==> src/rtl/cds_pkg.sv <==
// Package of types, codes and constants for the drive state sequencer.
`timescale 1ns / 1ps

package cds_pkg;

  localparam int unsigned AddrW = 2;
  localparam int unsigned DataW = 32;

  typedef enum logic [1:0] {
    REQ_DISABLE = 2'd0,
    REQ_ENABLE  = 2'd1,
    REQ_HOME    = 2'd2,
    REQ_UNUSED  = 2'd3
  } req_e;

  typedef enum logic [3:0] {
    DS_NOT_READY     = 4'd0,
    DS_SW_ON_DIS     = 4'd1,
    DS_READY_SW_ON   = 4'd2,
    DS_SWITCHED_ON   = 4'd3,
    DS_OP_ENABLED    = 4'd4,
    DS_QUICK_STOP    = 4'd5,
    DS_FAULT_REACT   = 4'd6,
    DS_FAULT         = 4'd7,
    DS_UNKNOWN       = 4'd8
  } drive_state_e;

  localparam logic [3:0] RC_DONE     = 4'd0;
  localparam logic [3:0] RC_1        = 4'd1;
  localparam logic [3:0] RC_2        = 4'd2;
  localparam logic [3:0] RC_3        = 4'd3;
  localparam logic [3:0] RC_4        = 4'd4;
  localparam logic [3:0] RC_5        = 4'd5;
  localparam logic [3:0] RC_6        = 4'd6;
  localparam logic [3:0] RC_7        = 4'd7;
  localparam logic [3:0] RC_8        = 4'd8;
  localparam logic [3:0] RC_UNKNOWN  = 4'd9;
  localparam logic [3:0] RC_HOME_ERR = 4'd10;
  localparam logic [3:0] RC_HOMING   = 4'd11;

  localparam logic [15:0] MaskLo      = 16'h004F;
  localparam logic [15:0] MaskHi      = 16'h006F;
  localparam logic [15:0] MaskHome    = 16'h3400;
  localparam logic [15:0] HomeAttain  = 16'h1400;
  localparam logic [15:0] HomeErrBit  = 16'h2000;
  localparam logic [15:0] SwOpEnabled = 16'h0027;

  localparam logic [15:0] CW_ZERO     = 16'h0000;
  localparam logic [15:0] CW_SHUTDOWN = 16'h0006;
  localparam logic [15:0] CW_SW_ON    = 16'h0007;
  localparam logic [15:0] CW_ENABLE   = 16'h000F;
  localparam logic [15:0] CW_HOME_GO  = 16'h001F;
  localparam logic [15:0] CW_FLT_RST  = 16'h0080;

  localparam logic [7:0] ModeHoming = 8'h06;
  localparam logic [7:0] ModePos    = 8'h08;
  localparam logic [7:0] ModeVel    = 8'h09;
  localparam logic [7:0] ModeCur    = 8'h0A;

  localparam logic [4:0] PhaseLast  = 5'd19;
  localparam logic [4:0] PhaseHalf  = 5'd10;

  localparam logic [7:0] SettleReset = 8'd20;

  typedef struct packed {
    req_e               req_type;
    logic [15:0]        drive_status;
    logic [7:0]         mode_display;
    logic signed [31:0] actual_pos_count;
  } item_t;

  typedef struct packed {
    logic [3:0]         result_code;
    logic               write_control;
    logic [15:0]        ctrl_value;
    logic               write_home_mode;
    logic               write_target_pos;
    logic signed [31:0] target_pos_count;
    logic               write_target_vel;
    logic               write_target_cur;
  } result_t;

  function automatic drive_state_e decode_state(logic [15:0] sw);
    drive_state_e st;
    if ((sw & MaskLo) == 16'h0000)      st = DS_NOT_READY;
    else if ((sw & MaskLo) == 16'h0040) st = DS_SW_ON_DIS;
    else if ((sw & MaskHi) == 16'h0021) st = DS_READY_SW_ON;
    else if ((sw & MaskHi) == 16'h0023) st = DS_SWITCHED_ON;
    else if ((sw & MaskHi) == 16'h0027) st = DS_OP_ENABLED;
    else if ((sw & MaskHi) == 16'h0007) st = DS_QUICK_STOP;
    else if ((sw & MaskLo) == 16'h000F) st = DS_FAULT_REACT;
    else if ((sw & MaskLo) == 16'h0008) st = DS_FAULT;
    else                                st = DS_UNKNOWN;
    return st;
  endfunction

endpackage

==> src/rtl/cia402_drive_state_sequencer_unit.sv <==
// Top level of the CiA 402 drive state sequencer.
// Takes one request beat per cycle: a beat is registered on entry, decoded and
// sequenced from the input register, and its result beat is loaded into the
// output register once that register is empty or being taken. Throughput is
// one beat per cycle whenever the output side takes results; the output
// register lets a new beat enter while a finished result waits. The settle
// count is written over APB at byte address 0 and reads back there.
`timescale 1ns / 1ps

module cia402_drive_state_sequencer_unit import cds_pkg::*; (
  input  logic               clk_i,
  input  logic               rst_ni,
  input  logic               psel,
  input  logic               penable,
  input  logic               pwrite,
  input  logic [AddrW-1:0]   paddr,
  input  logic [DataW-1:0]   pwdata,
  output logic [DataW-1:0]   prdata,
  output logic               pready,
  input  logic               in_valid_i,
  output logic               in_ready_o,
  input  logic [1:0]         req_type_i,
  input  logic [15:0]        drive_status_i,
  input  logic [7:0]         mode_display_i,
  input  logic signed [31:0] actual_pos_count_i,
  output logic               out_valid_o,
  input  logic               out_ready_i,
  output logic [3:0]         result_code_o,
  output logic               write_control_o,
  output logic [15:0]        ctrl_value_o,
  output logic               write_home_mode_o,
  output logic               write_target_pos_o,
  output logic signed [31:0] target_pos_count_o,
  output logic               write_target_vel_o,
  output logic               write_target_cur_o
);

  logic       in_vld_q, in_vld_d;
  item_t      item_q, item_d;
  logic       out_vld_q, out_vld_d;
  result_t    res_q, res_d;
  result_t    step_res;
  logic       adv;
  logic [7:0] settle_cycles;

  cds_cfg_regs u_cfg (
    .clk_i,
    .rst_ni,
    .psel,
    .penable,
    .pwrite,
    .paddr,
    .pwdata,
    .prdata,
    .pready,
    .settle_cycles_o (settle_cycles)
  );

  cds_step u_step (
    .clk_i,
    .rst_ni,
    .adv_i           (adv),
    .item_i          (item_q),
    .settle_cycles_i (settle_cycles),
    .res_o           (step_res)
  );

  assign adv        = in_vld_q && (!out_vld_q || out_ready_i);
  assign in_ready_o = !in_vld_q || adv;

  always_comb begin
    in_vld_d  = in_vld_q;
    item_d    = item_q;
    out_vld_d = out_vld_q;
    res_d     = res_q;
    if (out_vld_q && out_ready_i) begin
      out_vld_d = 1'b0;
    end
    if (adv) begin
      in_vld_d  = 1'b0;
      out_vld_d = 1'b1;
      res_d     = step_res;
    end
    if (in_valid_i && in_ready_o) begin
      in_vld_d                = 1'b1;
      item_d.req_type         = req_e'(req_type_i);
      item_d.drive_status     = drive_status_i;
      item_d.mode_display     = mode_display_i;
      item_d.actual_pos_count = actual_pos_count_i;
    end
  end

  always_ff @(posedge clk_i or negedge rst_ni) begin
    if (!rst_ni) begin
      in_vld_q  <= 1'b0;
      out_vld_q <= 1'b0;
    end else begin
      in_vld_q  <= in_vld_d;
      out_vld_q <= out_vld_d;
    end
  end

  always_ff @(posedge clk_i) begin
    item_q <= item_d;
    res_q  <= res_d;
  end

  assign out_valid_o        = out_vld_q;
  assign result_code_o      = res_q.result_code;
  assign write_control_o    = res_q.write_control;
  assign ctrl_value_o       = res_q.ctrl_value;
  assign write_home_mode_o  = res_q.write_home_mode;
  assign write_target_pos_o = res_q.write_target_pos;
  assign target_pos_count_o = res_q.target_pos_count;
  assign write_target_vel_o = res_q.write_target_vel;
  assign write_target_cur_o = res_q.write_target_cur;

endmodule

==> src/rtl/cds_cfg_regs.sv <==
// APB configuration register holding the settle count.
`timescale 1ns / 1ps

module cds_cfg_regs import cds_pkg::*; (
  input  logic             clk_i,
  input  logic             rst_ni,
  input  logic             psel,
  input  logic             penable,
  input  logic             pwrite,
  input  logic [AddrW-1:0] paddr,
  input  logic [DataW-1:0] pwdata,
  output logic [DataW-1:0] prdata,
  output logic             pready,
  output logic [7:0]       settle_cycles_o
);

  logic [7:0] settle_q, settle_d;
  logic       wr_en;

  assign wr_en  = psel && penable && pwrite && pready && (paddr == '0);
  assign pready = 1'b1;

  always_comb begin
    settle_d = settle_q;
    if (wr_en) begin
      settle_d = pwdata[7:0];
    end
  end

  always_ff @(posedge clk_i or negedge rst_ni) begin
    if (!rst_ni) begin
      settle_q <= SettleReset;
    end else begin
      settle_q <= settle_d;
    end
  end

  assign prdata          = {{(DataW-8){1'b0}}, settle_q};
  assign settle_cycles_o = settle_q;

endmodule

==> src/rtl/cds_step.sv <==
// Drive state decode, control word selection and sequencing state.
`timescale 1ns / 1ps

module cds_step import cds_pkg::*; (
  input  logic       clk_i,
  input  logic       rst_ni,
  input  logic       adv_i,
  input  item_t      item_i,
  input  logic [7:0] settle_cycles_i,
  output result_t    res_o
);

  logic [7:0]   settle_left_q, settle_left_d;
  logic [4:0]   home_phase_q, home_phase_d;
  logic         clear_pending_q, clear_pending_d;
  drive_state_e st;
  logic [7:0]   settle_dec;
  logic [4:0]   phase_inc;
  logic [15:0]  home_bits;

  assign st         = decode_state(item_i.drive_status);
  assign settle_dec = (settle_left_q != 8'd0) ? settle_left_q - 8'd1 : 8'd0;
  assign phase_inc  = (home_phase_q >= PhaseLast) ? 5'd0 : home_phase_q + 5'd1;
  assign home_bits  = item_i.drive_status & MaskHome;

  always_comb begin
    res_o           = '0;
    res_o.result_code = RC_UNKNOWN;
    settle_left_d   = settle_left_q;
    home_phase_d    = home_phase_q;
    clear_pending_d = clear_pending_q;
    case (item_i.req_type)
      REQ_DISABLE: begin
        res_o.write_control = (st != DS_UNKNOWN);
        res_o.ctrl_value    = (st == DS_FAULT) ? CW_FLT_RST : CW_ZERO;
        case (st)
          DS_NOT_READY:   res_o.result_code = RC_1;
          DS_SW_ON_DIS:   res_o.result_code = RC_DONE;
          DS_READY_SW_ON: res_o.result_code = RC_2;
          DS_SWITCHED_ON: res_o.result_code = RC_3;
          DS_OP_ENABLED:  res_o.result_code = RC_4;
          DS_QUICK_STOP:  res_o.result_code = RC_5;
          DS_FAULT_REACT: res_o.result_code = RC_6;
          DS_FAULT:       res_o.result_code = RC_7;
          default:        res_o.result_code = RC_UNKNOWN;
        endcase
      end
      REQ_ENABLE: begin
        case (st)
          DS_NOT_READY: res_o.result_code = RC_1;
          DS_SW_ON_DIS: begin
            res_o.write_control = 1'b1;
            res_o.ctrl_value    = CW_SHUTDOWN;
            res_o.result_code   = RC_2;
          end
          DS_READY_SW_ON: begin
            res_o.write_control = 1'b1;
            res_o.ctrl_value    = CW_SW_ON;
            res_o.result_code   = RC_3;
          end
          DS_SWITCHED_ON: begin
            res_o.write_control = 1'b1;
            res_o.ctrl_value    = CW_ENABLE;
            res_o.result_code   = RC_4;
            settle_left_d       = settle_cycles_i;
            if (item_i.mode_display == ModePos) begin
              res_o.write_target_pos = 1'b1;
            end else if (item_i.mode_display == ModeVel) begin
              res_o.write_target_vel = 1'b1;
            end else if (item_i.mode_display == ModeCur) begin
              res_o.write_target_cur = 1'b1;
            end else begin
              res_o.write_target_pos = 1'b1;
              res_o.write_target_vel = 1'b1;
              res_o.write_target_cur = 1'b1;
            end
            if (res_o.write_target_pos) begin
              res_o.target_pos_count = item_i.actual_pos_count;
            end
          end
          DS_OP_ENABLED: begin
            settle_left_d     = settle_dec;
            res_o.result_code = (settle_dec != 8'd0) ? RC_5 : RC_DONE;
          end
          DS_QUICK_STOP, DS_FAULT_REACT: begin
            res_o.write_control = 1'b1;
            res_o.ctrl_value    = CW_ZERO;
            res_o.result_code   = (st == DS_QUICK_STOP) ? RC_6 : RC_7;
          end
          DS_FAULT: begin
            res_o.write_control = 1'b1;
            res_o.ctrl_value    = CW_FLT_RST;
            res_o.result_code   = RC_8;
          end
          default: res_o.result_code = RC_UNKNOWN;
        endcase
      end
      REQ_HOME: begin
        if (clear_pending_q &&
            ((item_i.drive_status & MaskHi) != SwOpEnabled)) begin
          home_phase_d      = 5'd0;
          clear_pending_d   = 1'b1;
          res_o.result_code = RC_UNKNOWN;
        end else if (item_i.mode_display != ModeHoming) begin
          res_o.write_home_mode = 1'b1;
          res_o.result_code     = RC_2;
        end else if (clear_pending_q) begin
          res_o.write_control = 1'b1;
          res_o.result_code   = RC_3;
          if (home_bits != 16'h0000) begin
            home_phase_d     = phase_inc;
            res_o.ctrl_value = (phase_inc < PhaseHalf) ? CW_HOME_GO : CW_ENABLE;
          end else begin
            res_o.ctrl_value = CW_ENABLE;
            clear_pending_d  = 1'b0;
          end
        end else if (home_bits == 16'h0000) begin
          res_o.write_control = 1'b1;
          res_o.ctrl_value    = CW_HOME_GO;
          res_o.result_code   = RC_4;
        end else if (home_bits == HomeAttain) begin
          res_o.write_control = 1'b1;
          res_o.ctrl_value    = CW_ENABLE;
          home_phase_d        = 5'd0;
          clear_pending_d     = 1'b1;
          res_o.result_code   = RC_DONE;
        end else if ((item_i.drive_status & HomeErrBit) != 16'h0000) begin
          home_phase_d      = 5'd0;
          clear_pending_d   = 1'b1;
          res_o.result_code = RC_HOME_ERR;
        end else begin
          res_o.result_code = RC_HOMING;
        end
      end
      default: res_o.result_code = RC_UNKNOWN;
    endcase
  end

  always_ff @(posedge clk_i or negedge rst_ni) begin
    if (!rst_ni) begin
      settle_left_q   <= 8'd0;
      home_phase_q    <= 5'd0;
      clear_pending_q <= 1'b1;
    end else if (adv_i) begin
      settle_left_q   <= settle_left_d;
      home_phase_q    <= home_phase_d;
      clear_pending_q <= clear_pending_d;
    end
  end

endmodule

==> config.mk <==
export PLATFORM = sky130hd
export DESIGN_NAME = cia402_drive_state_sequencer_unit
export DESIGN_NICKNAME = d
export VERILOG_FILES = /design/src/rtl/cds_pkg.sv /design/src/rtl/cia402_drive_state_sequencer_unit.sv /design/src/rtl/cds_cfg_regs.sv /design/src/rtl/cds_step.sv
export SDC_FILE = /design/constraint.sdc
export NUM_CORES = 1
export LEC_CHECK = 0
export BUFFER_PORTS_ARGS = -buffer_cell sky130_fd_sc_hd__clkbuf_2
export CORE_MARGIN = 2
export CORE_UTILIZATION = 35
export CTS_BUF_LIST = sky130_fd_sc_hd__clkbuf_8 sky130_fd_sc_hd__clkbuf_16
export DETAILED_ROUTE_END_ITERATION = 8
export GPL_ROUTABILITY_DRIVEN = 0
export HOLD_SLACK_MARGIN = 0.06
export PLACE_DENSITY = 0.58
export SYNTH_ARGS = -nofsm -noshare
export SYNTH_HDL_FRONTEND = slang
export SYNTH_HIERARCHICAL = 1
export SYNTH_SLANG_ARGS = --single-unit
==> constraint.sdc <==
create_clock -name clk_i -period 7 [get_ports clk_i]
set_input_delay 0 -clock clk_i [delete_from_list [all_inputs] [get_ports clk_i]]
set_output_delay 0 -clock clk_i [all_outputs]
set_load 0.02 [all_outputs]
==> summary.md, run 1 <==
Entering global routing, the biggest net connects 60 pins. In the final routed layout, each cell accounts on average for 14.04 um. After routing the design area is 0.007879 mm^2. Dividing the synthesized area by the synthesized cell count gives 13.90 um^2. The area growth from synthesis to layout is 33.10%.

The number of buffer cells added on primary ports is 134, and the buffer depth of the longest clock path is 2. The clock transition time at the flip-flop clock pins of the worst setup and hold paths works out to 60 ps. The final total negative setup slack was 0 ps. The depth of the worst register-to-register path came out at 6. The run gives 0.01658 mm^2 as the area of the core. The tools report the clock root buffer as sky130_fd_sc_hd__clkbuf_16.

Count of endpoints failing hold in the final timing report: 0. After detailed routing, the number of remaining DRC violations is 0. The tools report the filler cell count as 1510.

191 I/O pins were placed. The later-pin clock latency in the skew report is 420 ps. The worst supply voltage drop on vdd was 181.5 uV. Walking the worst path, the cells encountered are nand2b_1, and2_2, buf_4, nand4_1, a221oi_1, a21oi_1. The pre-antenna-repair detailed-routing pass consisted of 4 iterations. On the final layout, the worst clock skew is 8.001 ps. The cell count after synthesis came out at 426. Number of buffers and inverters on the critical path: 1. For the worst setup path, the data required time is 7270 ps. Critical path's top delay family: simple AND/OR/NAND/NOR gates. Clock tree synthesis inserted a total of 17 buffers.

Leaving out fill and tap cells, the most frequent cell in the layout is sky130_fd_sc_hd__clkbuf_2. The die covers 0.01797 mm^2. For the effective utilization at floorplan, the log shows 0.3569. Along the worst path, the maximum fanout reaches 59. For the max-cap violation count, the log shows 0. For the summed instance area of the synthesized netlist, the log shows 0.005919 mm^2.

For this design the static power due to leakage is 3.249 nW. Overall overflow remaining after global route: 0. The minimum clock period after layout works out to 2674 ps. Yosys warning count: 6. The first global-routing pass estimated 19310 um of wire.

The overall routing resource usage was 0.1398. The run finished with clean final reports. The post-DP HPWL is 7953 um, and the worst-margin pin slew is 785.1 ps. The final-report max-slew violation count is 0, and the instance count on the critical path is 6.

The share of the cycle needed by the critical path after routing came out at 0.3820. The setup path with the least slack is of type reg2reg. The signal arrival time at the worst endpoint is 2950 ps. Fraction of layout instances using a drive strength above 1: 0.3150.

The tools report the final net count as 727. The run gives 0.4766 as the worst max-slew margin expressed relative to the limit. The path category of the worst min-delay check was in2async.

Setup violations remaining at the end of the flow were counted as 0. The ratio of routed vias to standard cells is 4.544, and the violation count after the first detailed-route iteration is 215. Setup repair after global routing left no endpoint under its margin.

The floorplan step set the die height to 134.1 um. In the layout the commonest cells are 134 x sky130_fd_sc_hd__clkbuf_2, 108 x sky130_fd_sc_hd__edfxtp_1, 71 x sky130_fd_sc_hd__dlygate4sd3_1. Power spread over the standard cell area amounts to 268.3 mW/mm^2.

The run gives 3899 as the number of vias in the routed layout. The final layout contains routed wiring with a total length of 12050 um. The cell at the slowest stage of the critical path was sky130_fd_sc_hd__nand4_1.

The total clock sinks was 132; the row count was 47. The clock tree synthesis step divided the H-tree into 4 levels. After detailed placement, the total cell area comes to 0.006561 mm^2.

STA classifies the critical path endpoint as a flip-flop. The die is 134.1 um wide. The post-route worst hold slack is 136.0 ps, and the via count of the first global-routing pass is 3975.

The repair_antennas step left the layout with diodes totalling 0. The tools report the antenna violation net count after detailed routing as 0. TritonCTS built the clock tree. Derived from the worst setup path, the maximum achievable clock frequency is 0.3740 GHz.

Worst stage delay on the critical path: 700 ps. The number of antenna violations at the first check in global routing is 0. The tools report the critical path startpoint category as a flip-flop.
sequential cells by signal, summed over array words and instances, names as in the netlist:
register	count
item_q	51
out_valid_o	1
u_step/home_phase_q	5
result_code_o	4
write_home_mode_o	1
write_control_o	1
target_pos_count_o	32
u_step/clear_pending_q	1
write_target_vel_o	1
ctrl_value_o	16
in_vld_q	1
u_step/settle_left_q	8
u_cfg/settle_cycles_o	8
write_target_pos_o	1
write_target_cur_o	1
what timing repair did:
item | 4_1_cts | 5_1_grt
gates resized for setup | 0 | 0
buffers inserted | 0 | 0
hold buffers | 71 | 0
hold endpoints to repair | 85 | 0
final timing paths:
check,from,endpoint,slack [ps]
worst max-delay path,out_valid_o,u_step/settle_left_q[0],4330
worst min-delay path,rst_ni,u_cfg/settle_cycles_o[0],140
worst max register to register,out_valid_o,u_step/settle_left_q[0],4330
worst min register to register,u_step/home_phase_q[4],u_step/home_phase_q[4],510
max in group asynchronous,rst_ni,u_step/home_phase_q[0],6440
min in group clk_i,actual_pos_count_i[20],item_q[20],280
metrics by stage:
stage | std cells | power (W) | worst slack, ps | util
floorplan | 458 | 0.001132 | 3998 | -
global placement | 755 | 0.001174 | 4486 | 0.3957
detailed placement | 755 | 0.001181 | 4347 | 0.3957
CTS | 858 | 0.002142 | 4333 | 0.4751
global route | 858 | 0.002201 | 4044 | 0.4751
finish | 858 | 0.002114 | 4326 | 0.4751
report_power, final:
group / internal [W] / total, W / leakage (nW) / switching (W)
Combinational: 0.000109 / 0.000253 / 1.59 / 0.000143
Sequential: 0.000919 / 0.000955 / 1.36 / 0.0000361
Clock: 0.000563 / 0.000906 / 0.299 / 0.000343
Total: 0.00159 / 0.00211 / 3.25 / 0.000523
per-layer routing:
metal	GRT usage	routed length [um]	vias up	part of all wire
met5	0	0	-	0
met4	0.06082	243	0	0.020
met3	0.03893	528	21	0.044
met2	0.2425	6240	119	0.52
met1	0.1624	5033	1864	0.42
li1	-	-	1895	-
layout make-up:
class	instances	area, um^2	area share
Sequential cell	132	3847	0.4883
Multi-Input combinational cell	257	1719	0.2182
Timing Repair Buffer	206	1389	0.1763
Clock buffer	17	425.4	0.05399
Tap cell	220	275.3	0.03494
Clock inverter	15	181.4	0.02303
Inverter	11	41.29	0.005241
(Power assumes the default switching activity.)
==> inputs of run 2 (changes only) <==
--- a/config.mk
+++ b/config.mk
@@ -12,7 +12,7 @@
 export DETAILED_ROUTE_END_ITERATION = 8
 export GPL_ROUTABILITY_DRIVEN = 0
 export HOLD_SLACK_MARGIN = 0.06
-export PLACE_DENSITY = 0.58
+export PLACE_DENSITY = 0.6
 export SYNTH_ARGS = -nofsm -noshare
 export SYNTH_HDL_FRONTEND = slang
 export SYNTH_HIERARCHICAL = 1
==> constraint.sdc (replaced) <==
create_clock -name clk_i -period 2.3 [get_ports clk_i]
set_input_delay 0 -clock clk_i [delete_from_list [all_inputs] [get_ports clk_i]]
set_output_delay 0 -clock clk_i [all_outputs]
set_load 0.02 [all_outputs]
==> run 2 against run 1 <==
Cell count up 1.7%. Clock-buffer cell count stayed put. Global-route usage rose by 0.37 points. Setup slack got worse by 4100 ps. Non-clock buffer count up 15. Critical path type unchanged. Critical endpoint is now result_code_o[0].
==> summary.md, run 2 (same netlist as run 1, synthesis figures left out) <==
The reg-to-reg setup timing slack was 180 ps (-4150 ps); the worst supply voltage drop on vdd was 474.5 uV (+160%). The post-DP HPWL is 8231 um (+3.5%). For the area used by sequential logic in the layout, the log shows 0.003847 mm^2 (unchanged).

The register with the most flip-flops is item_q. The reg-to-reg critical path endpoint was result_code_o[0]. The critical path class was reg2reg. The clock transition time at the flip-flop clock pins of the worst setup and hold paths is 60 ps (about the same). The count of endpoints failing hold in the final timing report is 0 (unchanged). The row count was 47 (unchanged).

The fmax is 0.4710 GHz (+26%), and the ratio of routed vias to standard cells is 4.526 (-0.41%). The worst stage delay on the critical path is 590 ps (-110 ps), and the number of H-tree levels is 4 (unchanged). The tools report the max-cap violation count as 0 (unchanged).

The pin count of the biggest net entering global routing came out at 52 (-13%). The final net count came out at 742 (+2.1%). The share of the cycle needed by the critical path after routing was 0.9230 (+0.5410). For the worst slack at placement, the log shows 62.06 ps (-4285 ps). The run gives 0 (unchanged) as the antenna violation net count after detailed routing.

The signal on the critical path passes through or4_4, nor2b_4, mux2i_2, o21ai_1, a222oi_1. The buffer depth of the longest clock path is 2 (unchanged). Minimum clock period after layout: 2123 ps (-551.1 ps). The later-pin clock latency in the skew report is 420 ps (about the same), and the cell area after placement is 0.006615 mm^2 (+0.82%). The signal arrival time at the worst endpoint was 2300 ps (-650 ps).

The final wirelength was 12500 um (+3.8%). The tools report the total inserted antenna cells as 0 (unchanged). The number of buffer cells added on primary ports works out to 134 (unchanged).

The total clock sinks is 132 (unchanged), and the die span in y is 134.1 um (unchanged). Leaving out fill and tap cells, the most frequent cell in the layout is sky130_fd_sc_hd__clkbuf_2. For the violation count after the first detailed-route iteration, the log shows 142 (-34%). The overall routing resource usage was 0.1435 (+0.003675).

The final instance area is 0.008004 mm^2 (+1.6%), and the leakage component of the power is 3.318 nW (+2.1%). The filler cell count came out at 1476 (-2.3%). The clock root buffer was sky130_fd_sc_hd__clkbuf_16.

The worst clock skew on the final layout came out at 20.20 ps (+12.19 ps). The combinational share of power was 0.126 (+0.006). The area used by multi-input combinational logic was 0.001733 mm^2 (+0.80%); the maximum fanout count along the critical path was 5 (-92%). The overall overflow remaining after global route is 0 (unchanged), and the power per standard cell area is 806.2 mW/mm^2 (+200%). The tools report the effective utilization at floorplan as 0.3569 (unchanged). The tools report the kind of end point of the critical path as a flip-flop. The number of DRC violations after detailed routing was 0 (unchanged); the worst-margin pin slew was 678.2 ps (-106.9 ps).

The number of vias in the routed layout was 3951 (+1.3%). The run gives 0.004864 W (+210%) as the internal portion of total power. Wire length of the first global-routing pass: 20010 um (+3.6%).

TritonCTS built the clock tree. The worst setup path is launched from a flip-flop. The run gives 2480 ps (-4790 ps) as the required time of the worst setup path.

The startpoint of the worst-slack reg-to-reg timing path is u_step/settle_left_q[3]. The number of buffers and inverters on the critical path is 0 (-1), and the switching power share of the total is 0.2462 (-0.0009922). Final total negative setup slack: 0 ps (unchanged). The flow ran to the end, and the final reports show no timing, DRC or antenna violations. The cell at the slowest stage of the critical path is sky130_fd_sc_hd__or4_4. The logs give 177.0 ps (-4149 ps) for the least setup slack across all paths after layout and 191 (unchanged) for the top-level I/O count. The average detailed-routed wire length per instance was 14.32 um (+2.0%); the worst max-slew margin expressed relative to the limit was 0.5479 (+0.07124). The switching component of the power is 0.001589 W (+200%), and the fraction of layout instances using a drive strength above 1 is 0.3354 (+0.02033).

Depth of the worst register-to-register path: 5 (-1). The area enclosed by the die boundary was 0.01797 mm^2 (unchanged); the area of the core was 0.01658 mm^2 (unchanged). Flip-flop count of the largest register after layout: 51 (unchanged). The number of setup violations in the final report was 0 (unchanged); the area growth from synthesis to final layout was 35.21%.

In this design, the largest share of critical-path delay is due to simple AND/OR/NAND/NOR gates. The total clock buffers created by CTS was 17 (unchanged). The share of power burned in registers was 0.449 (-0.003). The relative contribution of the clock network to total power was 0.425 (-0.004); the final-report max-slew violation count was 0 (unchanged). The horizontal die dimension works out to 134.1 um (unchanged).

The path class of the tightest hold or removal check is in2async. The count of TritonRoute iterations in the first routing pass was 4 (unchanged). Setup repair after global routing left no endpoint under its margin. Via count of the first global-routing pass: 4045 (+1.8%). The number of antenna violations at the first check in global routing is 0 (unchanged). Leaving out fill and tap cells, the most frequent cells in the layout are 134 x sky130_fd_sc_hd__clkbuf_2, 108 x sky130_fd_sc_hd__edfxtp_1, 71 x sky130_fd_sc_hd__dlygate4sd3_1.
[run 2: cell count changes in the layout (fill, tap and decap cells not counted), sizes merged]
cell,change
clkinv,+1
inv,-2
buf,+15
clkinvlp,+1
[run 2: area by class of cell]
type	count	share of cell area
Tap cell	220	0.03439
Clock inverter	15	0.02251
Clock buffer	17	0.05315
Inverter	11	0.005159
Multi-Input combinational cell	257	0.2165
Timing Repair Buffer	221	0.1876
Sequential cell	132	0.4807
[run 2: worst max-delay path by stage]
stage | from | cells after the start | to | slack (ps)
after floorplan | out_valid_o | 6 | u_step/home_phase_q[3] | 280
after global placement | u_step/settle_left_q[3] | 5 | result_code_o[0] | 60
after detailed placement | u_step/settle_left_q[3] | 5 | result_code_o[0] | 60
after CTS | u_step/settle_left_q[3] | 5 | result_code_o[0] | 30
after global routing | u_step/settle_left_q[3] | 5 | result_code_o[0] | 10
final | u_step/settle_left_q[3] | 5 | result_code_o[0] | 180
[run 2: stage by stage]
step | cells | util | power (W) | hold slack [ps]
after CTS | 865 | 0.4783 | 0.006509 | 146.2
after global routing | 873 | 0.4826 | 0.006722 | 197.3
after floorplan | 458 | - | 0.003442 | -295.6
final | 873 | 0.4826 | 0.006453 | 153.0
after detailed placement | 762 | 0.3989 | 0.003605 | 48.99
after global placement | 762 | 0.3989 | 0.003588 | 41.55
[run 2: power groups by stage]
stage | clock network (W) | logic (W) | registers (W)
2_1_floorplan | 0 | 0.000402 | 0.00304
3_3_place_gp | 0 | 0.000639 | 0.00295
3_5_place_dp | 0 | 0.000653 | 0.00295
4_1_cts | 0.00281 | 0.000789 | 0.00291
5_1_grt | 0.00292 | 0.000884 | 0.00292
6_report | 0.00274 | 0.000812 | 0.00290
[run 2: routing by layer]
| metal | GRT usage | part of all wire | routed length, um |
|---|---|---|---|
| met2 | 0.2430 | 0.51 | 6371 |
| met5 | 0 | 0 | 0 |
| met4 | 0.07661 | 0.024 | 306 |
| met1 | 0.1642 | 0.41 | 5159 |
| met3 | 0.04233 | 0.053 | 664 |
[run 2: what timing repair did]
| action | CTS | global route |
|---|---|---|
| resized for setup | 0 | 4 |
| endpoints found under the setup margin | 0 | 1 |
| endpoints found under the hold margin | 85 | 0 |
| hold buffers | 71 | 0 |
| setup buffers | 0 | 8 |
==> inputs of run 3 (changes only) <==
--- a/config.mk
+++ b/config.mk
@@ -8,7 +8,8 @@
 export BUFFER_PORTS_ARGS = -buffer_cell sky130_fd_sc_hd__clkbuf_2
 export CORE_MARGIN = 2
 export CORE_UTILIZATION = 35
-export CTS_BUF_LIST = sky130_fd_sc_hd__clkbuf_8 sky130_fd_sc_hd__clkbuf_16
+export CTS_BUF_LIST = sky130_fd_sc_hd__clkbuf_2 sky130_fd_sc_hd__clkbuf_4 sky130_fd_sc_hd__clkbuf_8
+export CTS_CLUSTER_DIAMETER = 120
 export DETAILED_ROUTE_END_ITERATION = 8
 export GPL_ROUTABILITY_DRIVEN = 0
 export HOLD_SLACK_MARGIN = 0.06
==> run 3 against run 2 <==
Clock skew shrank 11 ps. Highest routed layer unchanged. Critical path type unchanged. Clock power down 26%. Wire length grew 0.37%. Sequential cell count unchanged. Fmax is 0.88% lower. Cell area is 2.4% lower. Cell count grew 0.11%. Clock-buffer cell count unchanged.
==> summary.md, run 3 (same netlist as run 1, synthesis figures left out) <==
The total power of the final layout is 0.005739 W (-11%), and the antenna violation net count after detailed routing is 0 (unchanged). Worst clock skew on the final layout: 9.327 ps (-10.87 ps). item_q holds more flip-flops than any other register. The effective utilization at floorplan is 0.3569 (unchanged).

Pin count of the biggest net entering global routing: 52 (unchanged). Final total negative setup slack: 0 ps (unchanged). The tools report the combinational share of power as 0.142 (+0.016). The number of H-tree levels came out at 4 (unchanged).

The number of DRC violations after detailed routing was 0 (unchanged); the horizontal die dimension was 134.1 um (unchanged). The violation count after the first detailed-route iteration is 144 (+1.4%). The switching component of the power was 0.001510 W (-4.9%). The tools report the final net count as 743 (+0.13%). The run gives 2340 ps (+40 ps) as the signal arrival time at the worst endpoint. TritonCTS built the clock tree.

The top-level I/O count was 191 (unchanged); the maximum fanout count along the critical path was 4 (-1). Post-DP HPWL: 8231 um (unchanged). Count of TritonRoute iterations in the first routing pass: 4 (unchanged). The die span in y came out at 134.1 um (unchanged). The overall overflow remaining after global route was 0 (unchanged); the row count was 47 (unchanged).

The path class of the tightest hold or removal check is in2async. The cell at the slowest stage of the critical path was sky130_fd_sc_hd__or4_4. STA classifies the critical path startpoint as a flip-flop.

The wire length of the first global-routing pass is 20040 um (+0.17%), and the number of antenna violations at the first check in global routing is 0 (unchanged). The max-cap violation count is 0 (unchanged), and the average detailed-routed wire length per instance is 14.36 um (+0.25%). The relative contribution of the clock network to total power was 0.353 (-0.072); the clock transition time at the flip-flop clock pins of the worst setup and hold paths was 80 ps (+20 ps). The tools report the later-pin clock latency in the skew report as 440 ps (+20 ps). For the fmax, the log shows 0.4669 GHz (-0.88%). The tools report the total clock sinks as 132 (unchanged). The minimum clock period after layout was 2142 ps (+18.83 ps); the via count of the first global-routing pass was 4070 (+0.62%). The total clock buffers created by CTS was 17 (unchanged). The ratio of routed vias to standard cells was 4.593 (+1.5%).

The worst-margin pin slew works out to 689.7 ps (+11.44 ps). The fraction of layout instances using a drive strength above 1 is 0.3364 (+0.001016). The share of power burned in registers is 0.505 (+0.056).

Required time of the worst setup path: 2500 ps (+20 ps). STA classifies the critical path endpoint as a flip-flop. Setup repair after global routing left no endpoint under its margin.

The logs give 2 (unchanged) for the buffer depth of the longest clock path and 0.004229 W (-13%) for the internal portion of total power. In the layout the commonest cells are 134 x sky130_fd_sc_hd__clkbuf_2, 108 x sky130_fd_sc_hd__edfxtp_1, 71 x sky130_fd_sc_hd__dlygate4sd3_1. Leakage component of the power: 3.236 nW (-2.5%).

For the worst supply voltage drop on vdd, the log shows 391.1 uV (-18%). Clock root buffer: sky130_fd_sc_hd__clkbuf_8. The power per standard cell area works out to 734.4 mW/mm^2 (-8.9%).

Commonest non-fill, non-tap cell in the layout: sky130_fd_sc_hd__clkbuf_2. The total inserted antenna cells is 0 (unchanged). The area enclosed by the die boundary is 0.01797 mm^2 (unchanged), and the flip-flop count of the largest register after layout is 51 (unchanged). The worst max-slew margin expressed relative to the limit is 0.5402 (-0.007624), and the area growth from synthesis to final layout is 32.02%.

Number of buffer cells added on primary ports: 134 (unchanged). Walking the worst path, the cells encountered are or4_4, nor2b_2, mux2i_2, o21ai_1, a222oi_1. The switching power share of the total was 0.2631 (+0.01692). For the worst slack at placement, the log shows 62.06 ps (unchanged). The count of endpoints failing hold in the final timing report came out at 0 (unchanged). The tools report the filler cell count as 1505 (+2.0%).

The worst stage delay on the critical path works out to 570 ps (-20 ps). The logs give 158.2 ps (-18.83 ps) for the least setup slack across all paths after layout and 0.001728 mm^2 (-0.29%) for the area used by multi-input combinational logic. Area of the core: 0.01658 mm^2 (unchanged). The number of vias in the routed layout was 4014 (+1.6%); the number of setup violations in the final report was 0 (unchanged). The area used by sequential logic in the layout is 0.003847 mm^2 (unchanged), and the final-report max-slew violation count is 0 (unchanged). The share of the cycle needed by the critical path after routing was 0.9312 (+0.008186). The run gives 0.1440 (+0.0004885) as the overall routing resource usage.

The setup path with the least slack is of type reg2reg. The flow ran to the end, and the final reports show no timing, DRC or antenna violations. The final wirelength is 12550 um (+0.37%).
run 3: cell types whose count changed in the layout (fill, tap and decap cells not counted):
cell and change:
sky130_fd_sc_hd__buf_4 +1, sky130_fd_sc_hd__clkbuf_16 -17, sky130_fd_sc_hd__clkbuf_8 +17, sky130_fd_sc_hd__nor2b_2 +1, sky130_fd_sc_hd__nor2b_4 -1
run 3: area by class of cell:
class,instances,area share
inverter,11,0.005283
clock inverter,15,0.02305
multi-input combinational,257,0.2211
timing repair buffer,222,0.1931
clock buffer,17,0.02994
sequential,132,0.4923
tap,220,0.03522
run 3: layer usage:
| metal | share of wire | global-route usage | up-vias |
|---|---|---|---|
| met3 | 0.048 | 0.04271 | 26 |
| met2 | 0.51 | 0.2450 | 135 |
| met4 | 0.026 | 0.07544 | 0 |
| li1 | - | - | 1929 |
| met5 | 0 | 0 | - |
| met1 | 0.42 | 0.1642 | 1924 |
run 3: critical path, delay by kind of cell (launching register included):
kind / cells / cell delay (ps)
and+or+nand+nor: 2 / 720
muxes: 1 / 270
DFF: 1 / 410
AOI/OAI and AO/OA: 2 / 500
run 3: timing repair:
| action | 4_1_cts | 5_1_grt |
|---|---|---|
| setup buffers | 0 | 9 |
| endpoints found under the setup margin | 0 | 1 |
| hold endpoints to repair | 85 | 0 |
| resized for setup | 0 | 3 |
| hold buffers | 71 | 0 |
run 3: path summary, 6_finish.rpt:
check | to | cells past startpoint | startpoint | slack, ps
min reg2reg | target_pos_count_o[23] | 1 | item_q[23] | 520
max in group asynchronous | u_step/settle_left_q[0] | 2 | rst_ni | 1750
max reg2reg | result_code_o[0] | 5 | u_step/settle_left_q[3] | 160
max | result_code_o[0] | 5 | u_step/settle_left_q[3] | 160
min | u_cfg/settle_cycles_o[3] | 2 | rst_ni | 130
min in group clk_i | item_q[8] | 2 | actual_pos_count_i[8] | 270
run 3: per-stage QoR:
step           instance area, um^2  hold WS [ps]  std cells    util
5_1_grt                       7815         153.2        874  0.4713
3_3_place_gp                  6615         41.55        762  0.3989
6_report                      7815         129.6        874  0.4713
3_5_place_dp                  6615         48.99        762  0.3989
4_1_cts                       7740         100.4        865  0.4667
2_1_floorplan                 6042        -295.6        458       -
run 3: power groups by stage:
stage	Clock, W	Sequential (W)	Combinational [W]
after CTS	0.00209	0.00290	0.000789
after detailed placement	0	0.00295	0.000653
after global placement	0	0.00295	0.000639
after global routing	0.00219	0.00292	0.000887
final	0.00203	0.00290	0.000816
after floorplan	0	0.00304	0.000402
